<file path="config.mk">
export PLATFORM = sky130hd
export DESIGN_NAME = block_table_heap_allocator
export DESIGN_NICKNAME = d
export VERILOG_FILES = /design/src/rtl/bta_pkg.sv /design/src/rtl/bta_dp.sv /design/src/rtl/bta_ctrl.sv /design/src/rtl/block_table_heap_allocator.sv
export SDC_FILE = /design/constraint.sdc
export NUM_CORES = 2
export LEC_CHECK = 0
export BUFFER_PORTS_ARGS = -buffer_cell sky130_fd_sc_hd__buf_2
export CAP_MARGIN = 20
export CORE_ASPECT_RATIO = 0.5
export CORE_UTILIZATION = 30
export CTS_CLUSTER_SIZE = 14
export DETAILED_ROUTE_END_ITERATION = 8
export PLACE_DENSITY = 0.5
export RECOVER_POWER = 50
export SETUP_SLACK_MARGIN = 0.5
export SLEW_MARGIN = 25
export SYNTH_ARGS = -nofsm -noshare
export SYNTH_HDL_FRONTEND = slang
export SYNTH_HIERARCHICAL = 1
export SYNTH_SLANG_ARGS = --single-unit
</file>
<file path="constraint.sdc">
create_clock -name clk -period 96.6 [get_ports clk]
set_input_delay 19.32 -clock clk [delete_from_list [all_inputs] [get_ports clk]]
set_output_delay 19.32 -clock clk [all_outputs]
set_load 0.01 [all_outputs]
</file>
<file path="src/rtl/bta_pkg.sv">
`timescale 1ns / 1ps
// Shared types, codes and constants of the block table heap allocator.
package bta_pkg;

    localparam int ADDR_W   = 32;
    localparam int OP_W     = 2;
    localparam int ST_W     = 2;
    localparam int TOTAL_W  = 11;
    localparam int CFG_W    = 32;
    localparam int CFG_IDX_W = 1;
    localparam int RB_W     = 33;

    localparam logic [TOTAL_W-1:0] TOTAL_RESET = 11'd1024;

    // Operation codes.
    localparam logic [OP_W-1:0] OP_ALLOC = 2'd0;
    localparam logic [OP_W-1:0] OP_FREE  = 2'd1;
    localparam logic [OP_W-1:0] OP_CLEAR = 2'd2;

    // Result status codes.
    localparam logic [ST_W-1:0] ST_OK      = 2'd0;
    localparam logic [ST_W-1:0] ST_INVALID = 2'd1;
    localparam logic [ST_W-1:0] ST_NOMEM   = 2'd2;

    // Configuration register indexes.
    localparam logic [CFG_IDX_W-1:0] CFG_HEAP_BASE    = 1'b0;
    localparam logic [CFG_IDX_W-1:0] CFG_TOTAL_BLOCKS = 1'b1;

    // Bit positions of a table entry.
    localparam int F_TAKEN = 0;
    localparam int F_FIRST = 1;
    localparam int F_NEXT  = 2;

    typedef logic [2:0] entry_t;

    typedef struct packed {
        logic            load;
        logic            sweep;
        logic            scan;
        logic            mark;
        logic            walk_read;
        logic            walk;
        logic            finish;
        logic [ST_W-1:0] res_status;
    } bta_cmd_t;

    typedef struct packed {
        logic [OP_W-1:0] op;
        logic            size_zero;
        logic            below_base;
        logic            sweep_last;
        logic            scan_found;
        logic            scan_fail;
        logic            mark_last;
        logic            idx_ok;
        logic            head_ok;
        logic            walk_last;
        logic            out_free;
    } bta_sts_t;

endpackage

</file>
<file path="src/rtl/bta_dp.sv">
`timescale 1ns / 1ps
// Datapath: block table memory, counters, index divider and result register.
module bta_dp
    import bta_pkg::*;
#(
    parameter int NUM_BLOCKS  = 1024,
    parameter int BLOCK_BYTES = 4096
)
(
    input  logic                 clk,
    input  logic                 rst_n,
    input  logic                 cfg_we,
    input  logic [CFG_IDX_W-1:0] cfg_index,
    input  logic [CFG_W-1:0]     cfg_wdata,
    input  logic [OP_W-1:0]      s_tuser,
    input  logic [63:0]          s_tdata,
    input  logic                 m_tready,
    input  bta_cmd_t             cmd,
    output bta_sts_t             sts,
    output logic                 m_tvalid,
    output logic [ADDR_W-1:0]    m_tdata,
    output logic [ST_W-1:0]      m_tuser
);

    localparam int IDX_W    = $clog2(NUM_BLOCKS);
    localparam int CNT_W    = $clog2(NUM_BLOCKS + 1);
    localparam int TW       = (CNT_W > TOTAL_W) ? CNT_W : TOTAL_W;
    localparam int BB_SHIFT = $clog2(BLOCK_BYTES);
    localparam logic [RB_W-1:0]   BB_RB  = RB_W'(BLOCK_BYTES);
    localparam logic [ADDR_W-1:0] BB_A   = ADDR_W'(BLOCK_BYTES);

    entry_t table_mem [NUM_BLOCKS];

    logic [ADDR_W-1:0]  base_reg;
    logic [TOTAL_W-1:0] total_reg;
    logic [OP_W-1:0]    op_reg;
    logic [ADDR_W-1:0]  size_reg;
    logic [ADDR_W-1:0]  addr_reg;
    logic [CNT_W-1:0]   cnt_reg, cnt_next;
    logic               ev_valid_reg, ev_valid_next;
    logic [CNT_W-1:0]   ev_idx_reg, ev_idx_next;
    logic [RB_W-1:0]    run_reg, run_next;
    logic [ADDR_W-1:0]  off_reg, off_next;
    logic [CNT_W-1:0]   start_idx_reg, start_idx_next;
    logic [ADDR_W-1:0]  start_off_reg, start_off_next;
    logic [RB_W-1:0]    left_reg, left_next;
    logic [ADDR_W-1:0]  res_addr_reg, res_addr_next;
    logic [ADDR_W-1:0]  quo_reg, quo_next;
    logic               out_valid_reg, out_valid_next;
    logic [ST_W-1:0]    out_status_reg, out_status_next;
    logic [ADDR_W-1:0]  out_addr_reg, out_addr_next;
    entry_t             rd_data_reg;

    logic               rd_en;
    logic [IDX_W-1:0]   rd_addr;
    logic               wr_en;
    logic [IDX_W-1:0]   wr_addr;
    entry_t             wr_data;

    logic [TW-1:0]      total_ext;
    logic [CNT_W-1:0]   eff_total;
    logic [RB_W-1:0]    run_plus;
    logic               scan_hit;
    logic [CNT_W-1:0]   found_start;
    logic [ADDR_W-1:0]  found_off;
    logic               mark_more;
    logic [CNT_W-1:0]   nxt_idx;
    logic               walk_more;
    logic               out_free;

    assign total_ext = TW'(total_reg);
    assign eff_total = (total_ext > TW'(NUM_BLOCKS)) ? CNT_W'(NUM_BLOCKS) : CNT_W'(total_reg);

    assign run_plus    = run_reg + BB_RB;
    assign scan_hit    = ev_valid_reg && !rd_data_reg[F_TAKEN]
                         && (run_plus >= {1'b0, size_reg});
    assign found_start = (run_reg == '0) ? ev_idx_reg : start_idx_reg;
    assign found_off   = (run_reg == '0) ? off_reg : start_off_reg;
    assign mark_more   = left_reg > BB_RB;
    assign nxt_idx     = ev_idx_reg + CNT_W'(1);
    assign walk_more   = rd_data_reg[F_NEXT] && (nxt_idx < eff_total);
    assign out_free    = !out_valid_reg || m_tready;

    always_comb
    begin
        sts.op         = op_reg;
        sts.size_zero  = size_reg == '0;
        sts.below_base = addr_reg < base_reg;
        sts.sweep_last = cnt_reg == CNT_W'(NUM_BLOCKS - 1);
        sts.scan_found = scan_hit;
        sts.scan_fail  = !ev_valid_reg && (cnt_reg >= eff_total);
        sts.mark_last  = !mark_more;
        sts.idx_ok     = quo_reg < ADDR_W'(eff_total);
        sts.head_ok    = rd_data_reg[F_TAKEN] && rd_data_reg[F_FIRST];
        sts.walk_last  = ev_valid_reg && !walk_more;
        sts.out_free   = out_free;
    end

    always_comb
    begin
        cnt_next        = cnt_reg;
        ev_valid_next   = ev_valid_reg;
        ev_idx_next     = ev_idx_reg;
        run_next        = run_reg;
        off_next        = off_reg;
        start_idx_next  = start_idx_reg;
        start_off_next  = start_off_reg;
        left_next       = left_reg;
        res_addr_next   = res_addr_reg;
        quo_next        = quo_reg;
        out_valid_next  = out_valid_reg && !m_tready;
        out_status_next = out_status_reg;
        out_addr_next   = out_addr_reg;
        rd_en           = 1'b0;
        rd_addr         = cnt_reg[IDX_W-1:0];
        wr_en           = 1'b0;
        wr_addr         = cnt_reg[IDX_W-1:0];
        wr_data         = '0;

        if (cmd.load)
        begin
            cnt_next      = '0;
            ev_valid_next = 1'b0;
            run_next      = '0;
            off_next      = '0;
            // Block index of the address; the block size is a power of two.
            quo_next      = (s_tdata[63:32] - base_reg) >> BB_SHIFT;
        end

        if (cmd.sweep)
        begin
            wr_en    = 1'b1;
            cnt_next = cnt_reg + CNT_W'(1);
        end

        if (cmd.scan)
        begin
            // The read issued here is evaluated in the next cycle.
            if (cnt_reg < eff_total)
            begin
                rd_en         = 1'b1;
                cnt_next      = cnt_reg + CNT_W'(1);
                ev_valid_next = 1'b1;
                ev_idx_next   = cnt_reg;
            end
            else
            begin
                ev_valid_next = 1'b0;
            end
            if (ev_valid_reg)
            begin
                off_next = off_reg + BB_A;
                if (rd_data_reg[F_TAKEN])
                begin
                    run_next = '0;
                end
                else
                begin
                    if (run_reg == '0)
                    begin
                        start_idx_next = ev_idx_reg;
                        start_off_next = off_reg;
                    end
                    run_next = run_plus;
                end
            end
            if (scan_hit)
            begin
                cnt_next      = found_start;
                left_next     = {1'b0, size_reg};
                res_addr_next = base_reg + found_off;
            end
        end

        if (cmd.mark)
        begin
            wr_en            = 1'b1;
            wr_data[F_TAKEN] = 1'b1;
            wr_data[F_FIRST] = cnt_reg == start_idx_reg;
            wr_data[F_NEXT]  = mark_more;
            left_next        = left_reg - BB_RB;
            cnt_next         = cnt_reg + CNT_W'(1);
        end

        if (cmd.walk_read)
        begin
            rd_en         = 1'b1;
            rd_addr       = quo_reg[IDX_W-1:0];
            ev_valid_next = 1'b1;
            ev_idx_next   = quo_reg[CNT_W-1:0];
        end

        if (cmd.walk)
        begin
            if (ev_valid_reg)
            begin
                wr_en   = 1'b1;
                wr_addr = ev_idx_reg[IDX_W-1:0];
            end
            if (ev_valid_reg && walk_more)
            begin
                rd_en         = 1'b1;
                rd_addr       = nxt_idx[IDX_W-1:0];
                ev_valid_next = 1'b1;
                ev_idx_next   = nxt_idx;
            end
            else
            begin
                ev_valid_next = 1'b0;
            end
        end

        if (cmd.finish && out_free)
        begin
            out_valid_next  = 1'b1;
            out_status_next = cmd.res_status;
            out_addr_next   = (cmd.res_status == ST_OK && op_reg == OP_ALLOC)
                              ? res_addr_reg : '0;
        end
    end

    always_ff @(posedge clk or negedge rst_n)
    begin
        if (!rst_n)
        begin
            base_reg      <= '0;
            total_reg     <= TOTAL_RESET;
            cnt_reg       <= '0;
            ev_valid_reg  <= 1'b0;
            out_valid_reg <= 1'b0;
        end
        else
        begin
            if (cfg_we && cfg_index == CFG_HEAP_BASE)
            begin
                base_reg <= cfg_wdata;
            end
            if (cfg_we && cfg_index == CFG_TOTAL_BLOCKS)
            begin
                total_reg <= cfg_wdata[TOTAL_W-1:0];
            end
            cnt_reg       <= cnt_next;
            ev_valid_reg  <= ev_valid_next;
            out_valid_reg <= out_valid_next;
        end
    end

    always_ff @(posedge clk)
    begin
        if (cmd.load)
        begin
            op_reg   <= s_tuser;
            size_reg <= s_tdata[31:0];
            addr_reg <= s_tdata[63:32];
        end
        ev_idx_reg     <= ev_idx_next;
        run_reg        <= run_next;
        off_reg        <= off_next;
        start_idx_reg  <= start_idx_next;
        start_off_reg  <= start_off_next;
        left_reg       <= left_next;
        res_addr_reg   <= res_addr_next;
        quo_reg        <= quo_next;
        out_status_reg <= out_status_next;
        out_addr_reg   <= out_addr_next;
    end

    always_ff @(posedge clk)
    begin
        if (wr_en)
        begin
            table_mem[wr_addr] <= wr_data;
        end
        if (rd_en)
        begin
            rd_data_reg <= table_mem[rd_addr];
        end
    end

    assign m_tvalid = out_valid_reg;
    assign m_tdata  = out_addr_reg;
    assign m_tuser  = out_status_reg;

endmodule

</file>
<file path="src/rtl/bta_ctrl.sv">
`timescale 1ns / 1ps
// Controller state machine that sequences the allocator datapath.
module bta_ctrl
    import bta_pkg::*;
(
    input  logic     clk,
    input  logic     rst_n,
    input  logic     s_tvalid,
    output logic     s_tready,
    input  bta_sts_t sts,
    output bta_cmd_t cmd
);

    localparam logic [3:0] S_INIT = 4'd0;
    localparam logic [3:0] S_IDLE = 4'd1;
    localparam logic [3:0] S_DISP = 4'd2;
    localparam logic [3:0] S_CLR  = 4'd3;
    localparam logic [3:0] S_SCAN = 4'd4;
    localparam logic [3:0] S_MARK = 4'd5;
    localparam logic [3:0] S_HEAD = 4'd6;
    localparam logic [3:0] S_WALK = 4'd7;
    localparam logic [3:0] S_DONE = 4'd8;

    logic [3:0]      state_reg, state_next;
    logic [ST_W-1:0] status_reg, status_next;

    assign s_tready = state_reg == S_IDLE;

    always_comb
    begin
        state_next  = state_reg;
        status_next = status_reg;
        cmd         = '0;
        cmd.res_status = status_reg;

        case (state_reg)
            S_INIT:
            begin
                cmd.sweep = 1'b1;
                if (sts.sweep_last)
                begin
                    state_next = S_IDLE;
                end
            end
            S_IDLE:
            begin
                if (s_tvalid)
                begin
                    cmd.load   = 1'b1;
                    state_next = S_DISP;
                end
            end
            S_DISP:
            begin
                case (sts.op)
                    OP_ALLOC:
                    begin
                        if (sts.size_zero)
                        begin
                            status_next = ST_INVALID;
                            state_next  = S_DONE;
                        end
                        else
                        begin
                            state_next = S_SCAN;
                        end
                    end
                    OP_FREE:
                    begin
                        if (sts.below_base)
                        begin
                            status_next = ST_INVALID;
                            state_next  = S_DONE;
                        end
                        else if (sts.idx_ok)
                        begin
                            cmd.walk_read = 1'b1;
                            state_next    = S_HEAD;
                        end
                        else
                        begin
                            status_next = ST_INVALID;
                            state_next  = S_DONE;
                        end
                    end
                    OP_CLEAR:
                    begin
                        state_next = S_CLR;
                    end
                    default:
                    begin
                        status_next = ST_INVALID;
                        state_next  = S_DONE;
                    end
                endcase
            end
            S_CLR:
            begin
                cmd.sweep = 1'b1;
                if (sts.sweep_last)
                begin
                    status_next = ST_OK;
                    state_next  = S_DONE;
                end
            end
            S_SCAN:
            begin
                cmd.scan = 1'b1;
                if (sts.scan_found)
                begin
                    state_next = S_MARK;
                end
                else if (sts.scan_fail)
                begin
                    status_next = ST_NOMEM;
                    state_next  = S_DONE;
                end
            end
            S_MARK:
            begin
                cmd.mark = 1'b1;
                if (sts.mark_last)
                begin
                    status_next = ST_OK;
                    state_next  = S_DONE;
                end
            end
            S_HEAD:
            begin
                // Only the start of an allocation may be freed.
                if (sts.head_ok)
                begin
                    cmd.walk = 1'b1;
                    if (sts.walk_last)
                    begin
                        status_next = ST_OK;
                        state_next  = S_DONE;
                    end
                    else
                    begin
                        state_next = S_WALK;
                    end
                end
                else
                begin
                    status_next = ST_INVALID;
                    state_next  = S_DONE;
                end
            end
            S_WALK:
            begin
                cmd.walk = 1'b1;
                if (sts.walk_last)
                begin
                    status_next = ST_OK;
                    state_next  = S_DONE;
                end
            end
            S_DONE:
            begin
                cmd.finish = 1'b1;
                if (sts.out_free)
                begin
                    state_next = S_IDLE;
                end
            end
            default:
            begin
                state_next = S_IDLE;
            end
        endcase
    end

    always_ff @(posedge clk or negedge rst_n)
    begin
        if (!rst_n)
        begin
            state_reg  <= S_INIT;
            status_reg <= ST_OK;
        end
        else
        begin
            state_reg  <= state_next;
            status_reg <= status_next;
        end
    end

endmodule

</file>
<file path="src/rtl/block_table_heap_allocator.sv">
`timescale 1ns / 1ps
// Top level of the block table first-fit heap allocator.
//
// One request is worked at a time, and its result is held in an output register so the
// next request is taken while the result waits. After reset the table is swept to free
// with s_tready low. BLOCK_BYTES must be a power of two, so a free turns its address into
// a block index with a shift. The table memory has one read and one write port, and every
// walk is bound by it at one entry a cycle: an allocate scans entries and then marks the
// blocks of the run; a free reads the head entry and walks the chain of the allocation;
// a clear sweeps the whole table. A free that names a block that is not the start of an
// allocation is rejected.
module block_table_heap_allocator
    import bta_pkg::*;
#(
    parameter int NUM_BLOCKS  = 1024,
    parameter int BLOCK_BYTES = 4096
)
(
    input  logic                 clk,
    input  logic                 rst_n,
    input  logic                 cfg_we,
    input  logic [CFG_IDX_W-1:0] cfg_index,
    input  logic [CFG_W-1:0]     cfg_wdata,
    input  logic                 s_tvalid,
    output logic                 s_tready,
    input  logic [63:0]          s_tdata,   // size_bytes[31:0], address[63:32]
    input  logic [OP_W-1:0]      s_tuser,   // operation[1:0]
    output logic                 m_tvalid,
    input  logic                 m_tready,
    output logic [ADDR_W-1:0]    m_tdata,   // block_address[31:0]
    output logic [ST_W-1:0]      m_tuser    // status[1:0]
);

    bta_cmd_t cmd;
    bta_sts_t sts;

    bta_ctrl u_ctrl (
        .clk      (clk),
        .rst_n    (rst_n),
        .s_tvalid (s_tvalid),
        .s_tready (s_tready),
        .sts      (sts),
        .cmd      (cmd)
    );

    bta_dp #(
        .NUM_BLOCKS  (NUM_BLOCKS),
        .BLOCK_BYTES (BLOCK_BYTES)
    ) u_dp (
        .clk       (clk),
        .rst_n     (rst_n),
        .cfg_we    (cfg_we),
        .cfg_index (cfg_index),
        .cfg_wdata (cfg_wdata),
        .s_tuser   (s_tuser),
        .s_tdata   (s_tdata),
        .m_tready  (m_tready),
        .cmd       (cmd),
        .sts       (sts),
        .m_tvalid  (m_tvalid),
        .m_tdata   (m_tdata),
        .m_tuser   (m_tuser)
    );

endmodule

</file>
* Word level (Yosys, flattened, before mapping)
Memories as Yosys holds them, arrays and structs flattened. A register that Yosys moved wholly into a read port is not among the register bits.
Index checks and enable logic that the tools add are counted.
** Operators by class
- Add/sub/neg operators :: 7
- $lt $le $gt $ge :: 8
- Equal/unequal tests :: 24
- Mux-type cells :: 85
- Bitwise operators :: 2
- Reduce and logical (&&, ||, !) cells :: 33
** Operators by type and width (count)
- 2-to-1 mux 33 bit :: 7
- 2-to-1 mux 11 bit :: 13
- 2-to-1 mux 32 bit :: 4
- 2-to-1 mux 4 bit :: 13
- 2-to-1 mux 10 bit :: 5
- one-hot mux 4 bit (9 select lines) :: 1
- adder 33 x 13 -> 33 bit (second input constant) :: 1
- >= comparator 33 x 32 -> 1 bit :: 1
- > comparator 33 x 13 -> 1 bit (second input constant) :: 1
- logical NOT 33 bit :: 1
- subtractor 33 x 13 -> 33 bit (second input constant) :: 1
- adder 32 x 13 -> 32 bit (second input constant) :: 1
- adder 32 bit :: 1
- logical NOT 32 bit :: 1
- less-than comparator 32 bit :: 1
- subtractor 32 bit :: 1
- 2-to-1 mux 1 bit :: 28
- adder 11 x 1 -> 11 bit (second input constant) :: 2
- less-than comparator 11 bit :: 2
- less-than comparator 20 x 11 -> 1 bit :: 1
- 2-to-1 mux 2 bit :: 9
- equality test 4 x 3 -> 1 bit (second input constant) :: 4
- inequality test 2 bit (second input constant) :: 8
- logical AND 1 bit :: 12
- 31 further kinds :: 40
** Word-level totals
- Flip-flop bits (word level) :: 366
- Bits in writable memories :: 3072
- Output and inout bits :: 36
- Logic and storage cells :: 180
- Memories kept :: 1
** Memory list
- u_dp.table_mem :: depth 1024, bits a word 3, rd ports 1, clocked after memory_dff 1, write ports 1, RTL line bta_dp.sv:32 : entry_t table_mem [NUM_BLOCKS];

* Longest topological paths before layout
- Depth in word-level cells :: 10
- Gate-level depth with buffers :: 35
- Gate-level depth less buffers :: 29

* Hierarchy
Netlist, hierarchy kept.
** By module, submodules not included
- bta_dp :: instances 1, cells each 10918, area an instance 145163.0 µm², seq. area each 102349.4 µm²
- bta_ctrl :: instances 1, cells each 80, area an instance 640.6 µm², seq. area each 150.1 µm²

* Worst setup path after synthesis
OpenSTA, ideal clock, no wires.
- Kind :: register to register
- Start point :: reg u_ctrl.state_reg[2]
- End point :: mem u_dp/table_mem[0][1] (netlist name), data pin
- Arrival :: 64.012 ns
- Required time :: 88.843 ns
- Setup slack :: 24.831 ns
- Stages on the path, launching flop included :: 8
- Cell sequence :: dfrtp_1 clkbuf_1 nand2b_1 nor2_1 clkbuf_1 clkbuf_1 nand4_1 nor3_1
** RTL lines
- start: declaration :: RTL line bta_ctrl.sv:24 : logic [3:0] state_reg, state_next;
- start signal: assignment :: RTL line bta_ctrl.sv:183 : state_reg <= state_next;
- end: declaration :: RTL line bta_dp.sv:32

* Worst setup path in the final report
- Start point :: in s_tdata[39]
- End point :: reg u_dp.quo_reg[19], data pin
** Between the ends
- Word-level cells in the longest chain between the ends :: 1
** Ends and longest elaborated chain
- start: declaration :: RTL line block_table_heap_allocator.sv:26 : input logic [63:0] s_tdata,
- subtractor 32 bit :: RTL line bta_dp.sv:127 : quo_next = (s_tdata[63:32] - base_reg) >> BB_SHIFT;
- end signal: assignment :: RTL line bta_dp.sv:263 : quo_reg <= quo_next;
- end: declaration :: RTL line bta_dp.sv:48 : logic [ADDR_W-1:0] quo_reg, quo_next;
Every way passes these cells.
A chain may end at the register's enable or synchronous reset.

==> results.txt <==
----------------------------------------------------
[Final layout]
  Filler cell count ... 47200
  Final Instance Count excl. Fillers ... 17700
  Signed area change from the synthesized netlist to the final layout ... 12.4%
  Share of cells above drive strength 1 ... 0.0950
  Nets ... between 10000 and 15000
  Largest register FFs ... 3072

[GRT]
  Number of global-route vias before repair ... roughly 91000
  Number of antenna violations at the first check in global routing ... 42
  Leftover overflow at the end of global routing ... 0
  First-pass GRT wire length ... slightly below 700000 um
  Largest net degree at the start of global routing ... 195
  GRT Total Usage ... 0.187

[Route]
  Wire length on met1 ... ~210000 um
  Routed length on met2 ... ~210000 um
  Number of design rule violations left after detail routing ... 0
  Number of search-and-repair iterations in the first detailed-routing pass ... 6
  Initial DRC Count ... approximately 12000
  Detail Route met3 WL ... roughly 40000 um
  Number of vias per cell after detailed routing ... roughly 5.3
  Wire length per cell after detailed routing ... 26.7 um
  Number of nets with antenna violations after detailed routing ... 0
  Wire length reported by the detailed router ... roughly 470000 um
  Uppermost layer routed ... met5
  Routed vias ... 93600

[Floorplanning]
  Ports placed on the boundary ... 140
  Die Span X ... 988 um
  DIE AREA ... a little under 500000 sq um
  Placeable core region ... between 400000 and 500000 sq um
  Initial standard-cell utilization of the core ... 0.302
  Die Ht ... ~500 um
  Rows ... 180

[Critical path]
  Arrival time at the worst endpoint ... approximately 23 ns
  Type of element capturing the critical path ... flip-flop
  Required time reported for the critical path endpoint ... slightly below 100 ns
  Element type at the critical path start ... primary input
  Crit Path Category ... in -> reg
  Largest driver fanout on the critical path ... 4

[Yosys]
  Area share of the leading cell type in the synthesized netlist ... 0.685
  Average cell area after synthesis ... about 13 sq um
  Post-synth net total ... 11300
  Synthesized flop and latch total ... around 3400
  Total number of yosys warnings ... 6
  Mapped Cells ... 11000
  Cell type with the highest aggregate area in the netlist ... sky130_fd_sc_hd__edfxtp_1
  Distinct cell type count after synthesis ... about 110
  Sequential element share of the synthesized area ... 0.703
  Ys flop type ... sky130_fd_sc_hd__edfxtp_1
  Main area contributors after synthesis ... sky130_fd_sc_hd__edfxtp_1 69%, sky130_fd_sc_hd__nand2_1 5.2%, sky130_fd_sc_hd__nor2_1 3.1%, sky130_fd_sc_hd__nand3_1 2.3%, sky130_fd_sc_hd__mux4_2 2.2%
  Summed instance area of the synthesized netlist ... between 100000 and 150000 sq um
  Share of synthesized flip-flops with an asynchronous set or reset ... 0.0180
  Number of synthesized flops with an enable pin ... between 3000 and 4000

[Place]
  Inst Count DP ... roughly 17000
  Worst slack at placement ... approximately 73 ns
  Weighted congestion at the end of routability-driven global placement ... 0.825
  Number of I/O port buffers ... between 100 and 150
  Dpl hpwl ... 277000 um

[Clock tree]
  Hold_buf cts ... 0
  Clock Root Buffer ... sky130_fd_sc_hd__clkbuf_16
  Clock Latency Late Sink ... ~0.95 ns
  Count of buffers added by post-CTS timing repair for setup ... 0
  Total clock buffers created by CTS ... approximately 350
  Register clock-pin slew on the reported worst setup and hold paths ... 0.06 ns
  Quantity of gates resized following cts ... 0
  H-tree level count ... 5
  Maximum root-to-sink buffer count ... 4
  Total clock sinks ... 3441
  TritonCTS clock tree ... yes

[Run]
  Max-cap check violation count ... 68

[Timing]
  Unrepaired setup endpoints after global routing ... no
  F_max ... 44.7 MHz
  Slew margin rel. ... -4.87
  Final clock period utilization by the worst path ... 0.231
  Max-slew violations ... approximately 3200
  Setup TNS ... 0 ns
  Worst hold slack ... roughly 0.50 ns
  Worst clock skew on the final layout ... ~0.076 ns
  Count of endpoints failing setup in the final report ... 0
  Setup slack after layout ... between 70 and 80 ns
  Slew at the pin closest to its max-slew limit ... about 8.8 ns
  Fin. Hold Viols ... 0
  Shortest period the worst path allows ... 22.35 ns

[Pwr]
  Post-route total power ... 0.00458 W
  Power density over the cells ... 28.0 nW/um^2
  Static leakage ... 54.6 nW
  Maximum resistive drop on vdd ... 0.0000268 V

[Hold path]
  Worst min path class ... reg -> reg

[Run status]
  Violated checks ... capacitance limit, slew limit
  Run status ... finished with violations

----------------------------------------------------
## logic make-up (layout without fill, tap and decap cells)
family                     Yosys count  after routing  share of synthesized area
and+or+nand+nor                   4517           4517                      0.133
other                                0             11                          0
DFF                               3441           3441                      0.703
buffers and inverters              906           1110                     0.0299
xor gates and xnor gates           108            108                    0.00663
muxes                              483            483                     0.0462
adders and majority gates          163            163                     0.0140
AOI/OAI and AO/OA                 1380           1380                     0.0671
## cell type report
type,count,area [sq um],share of cell area
sequential,3441,103000,0.626
antenna,11,27.5,0.000168
clock inverter,206,1830,0.0112
clock buffer,420,9140,0.0558
inverter,110,413,0.00252
multi-input combinational,6651,39400,0.240
tap,6461,8080,0.0493
timing repair buffer,374,2490,0.0152
## through the flow
stage | utilization | cell area [sq um]
after floorplan | - | 146000
after global placement | 0.318 | 153000
after detailed placement | 0.318 | 153000
after CTS | 0.341 | 164000
after global routing | 0.340 | 164000
final | 0.340 | 164000
## power by group
| part | total, W | internal (W) | switching (W) |
|---|---|---|---|
| Clock | 0.00134 | 0.000752 | 0.000590 |
| Sequential | 0.00177 | 0.00173 | 0.0000375 |
| Combinational | 0.00147 | 0.000413 | 0.00106 |
## cells in the final DEF (no fill, tap or decap), drive strengths merged, types with 27 or more instances in the layout
| cell | Yosys | final |
|---|---|---|
| and3 | 241 | 241 |
| nor4 | 56 | 56 |
| clkbuf | 350 | 469 |
| a21oi | 176 | 176 |
| nor3 | 64 | 64 |
| nand4 | 76 | 76 |
| a211oi | 154 | 154 |
| dfrtp | 61 | 61 |
| a221oi | 91 | 91 |
| a311oi | 134 | 134 |
| and2 | 39 | 39 |
| nor2 | 1213 | 1213 |
| mux2 | 59 | 59 |
| nand2b | 46 | 46 |
| bufinv | 0 | 29 |
| mux2i | 279 | 279 |
| xnor2 | 75 | 75 |
| clkinv | 3 | 152 |
| a32oi | 35 | 35 |
| o21ai | 216 | 216 |
| a21o | 36 | 36 |
| buf | 446 | 325 |
| nand3 | 659 | 659 |
| xor2 | 32 | 32 |
| o22ai | 30 | 30 |
| nor2b | 31 | 31 |
| a31oi | 216 | 216 |
| mux4 | 145 | 145 |
| nand2 | 2016 | 2016 |
| ha | 162 | 162 |
| dfxtp | 52 | 52 |
| o21a | 27 | 27 |
| o2111ai | 74 | 74 |
| edfxtp | 3327 | 3327 |
| inv | 107 | 118 |
## per-layer routing
metal  vias up  GRT usage
li1      41000          -
met1     48200      0.268
met2      3816      0.290
met3       644     0.0353
met4        10     0.0496
met5         -          0
## cells in the mapped netlist (145+ instances only)
library cell and number:
sky130_fd_sc_hd__edfxtp_1 3327, sky130_fd_sc_hd__nand2_1 2015, sky130_fd_sc_hd__nor2_1 1210, sky130_fd_sc_hd__nand3_1 659, sky130_fd_sc_hd__clkbuf_1 350, sky130_fd_sc_hd__buf_2 301, sky130_fd_sc_hd__mux2i_1 278, sky130_fd_sc_hd__and3_1 241
sky130_fd_sc_hd__a31oi_1 215, sky130_fd_sc_hd__o21ai_0 204, sky130_fd_sc_hd__a21oi_1 175, sky130_fd_sc_hd__ha_1 162, sky130_fd_sc_hd__a211oi_1 152, sky130_fd_sc_hd__mux4_2 145
## critical path, stage by stage
cell and delay, ns:
sky130_fd_sc_hd__buf_2 0.11, sky130_fd_sc_hd__ha_1 0.21, sky130_fd_sc_hd__or4_1 0.49, sky130_fd_sc_hd__a21oi_1 0.20, sky130_fd_sc_hd__nand2_1 0.07, sky130_fd_sc_hd__a31oi_1 0.20
sky130_fd_sc_hd__nor3_1 0.14, sky130_fd_sc_hd__o311ai_0 0.49, sky130_fd_sc_hd__a31oi_1 0.33, sky130_fd_sc_hd__a221oi_1 0.58, sky130_fd_sc_hd__o2111ai_1 0.29, sky130_fd_sc_hd__a21oi_1 0.32
sky130_fd_sc_hd__o21bai_1 0.12, sky130_fd_sc_hd__xnor2_1 0.13
## path summary, 6_finish.rpt
path / from / endpoint / slack [ns] / cells past startpoint
worst max-delay path: s_tdata[39] / u_dp/quo_reg[19]$_DFFE_PP_ / 74.25 / 14
worst min-delay path: u_dp/res_addr_reg[6]$_DFFE_PP_ / u_dp/m_tdata[6]$_SDFFCE_PN0P_ / 0.50 / 1
worst max register to register: u_ctrl/state_reg[0]$_DFFE_PN0P_ / u_dp/table_mem[561][2]$_DFFE_PP_ / 81.99 / 8
worst min register to register: u_dp/res_addr_reg[6]$_DFFE_PP_ / u_dp/m_tdata[6]$_SDFFCE_PN0P_ / 0.50 / 1
max in group asynchronous: rst_n / u_dp/m_tvalid$_DFF_PN0_ / 77.41 / 2
min in group asynchronous: rst_n / u_dp/base_reg[30]$_DFFE_PN0P_ / 18.60 / 2
(Power assumes the default switching activity.)
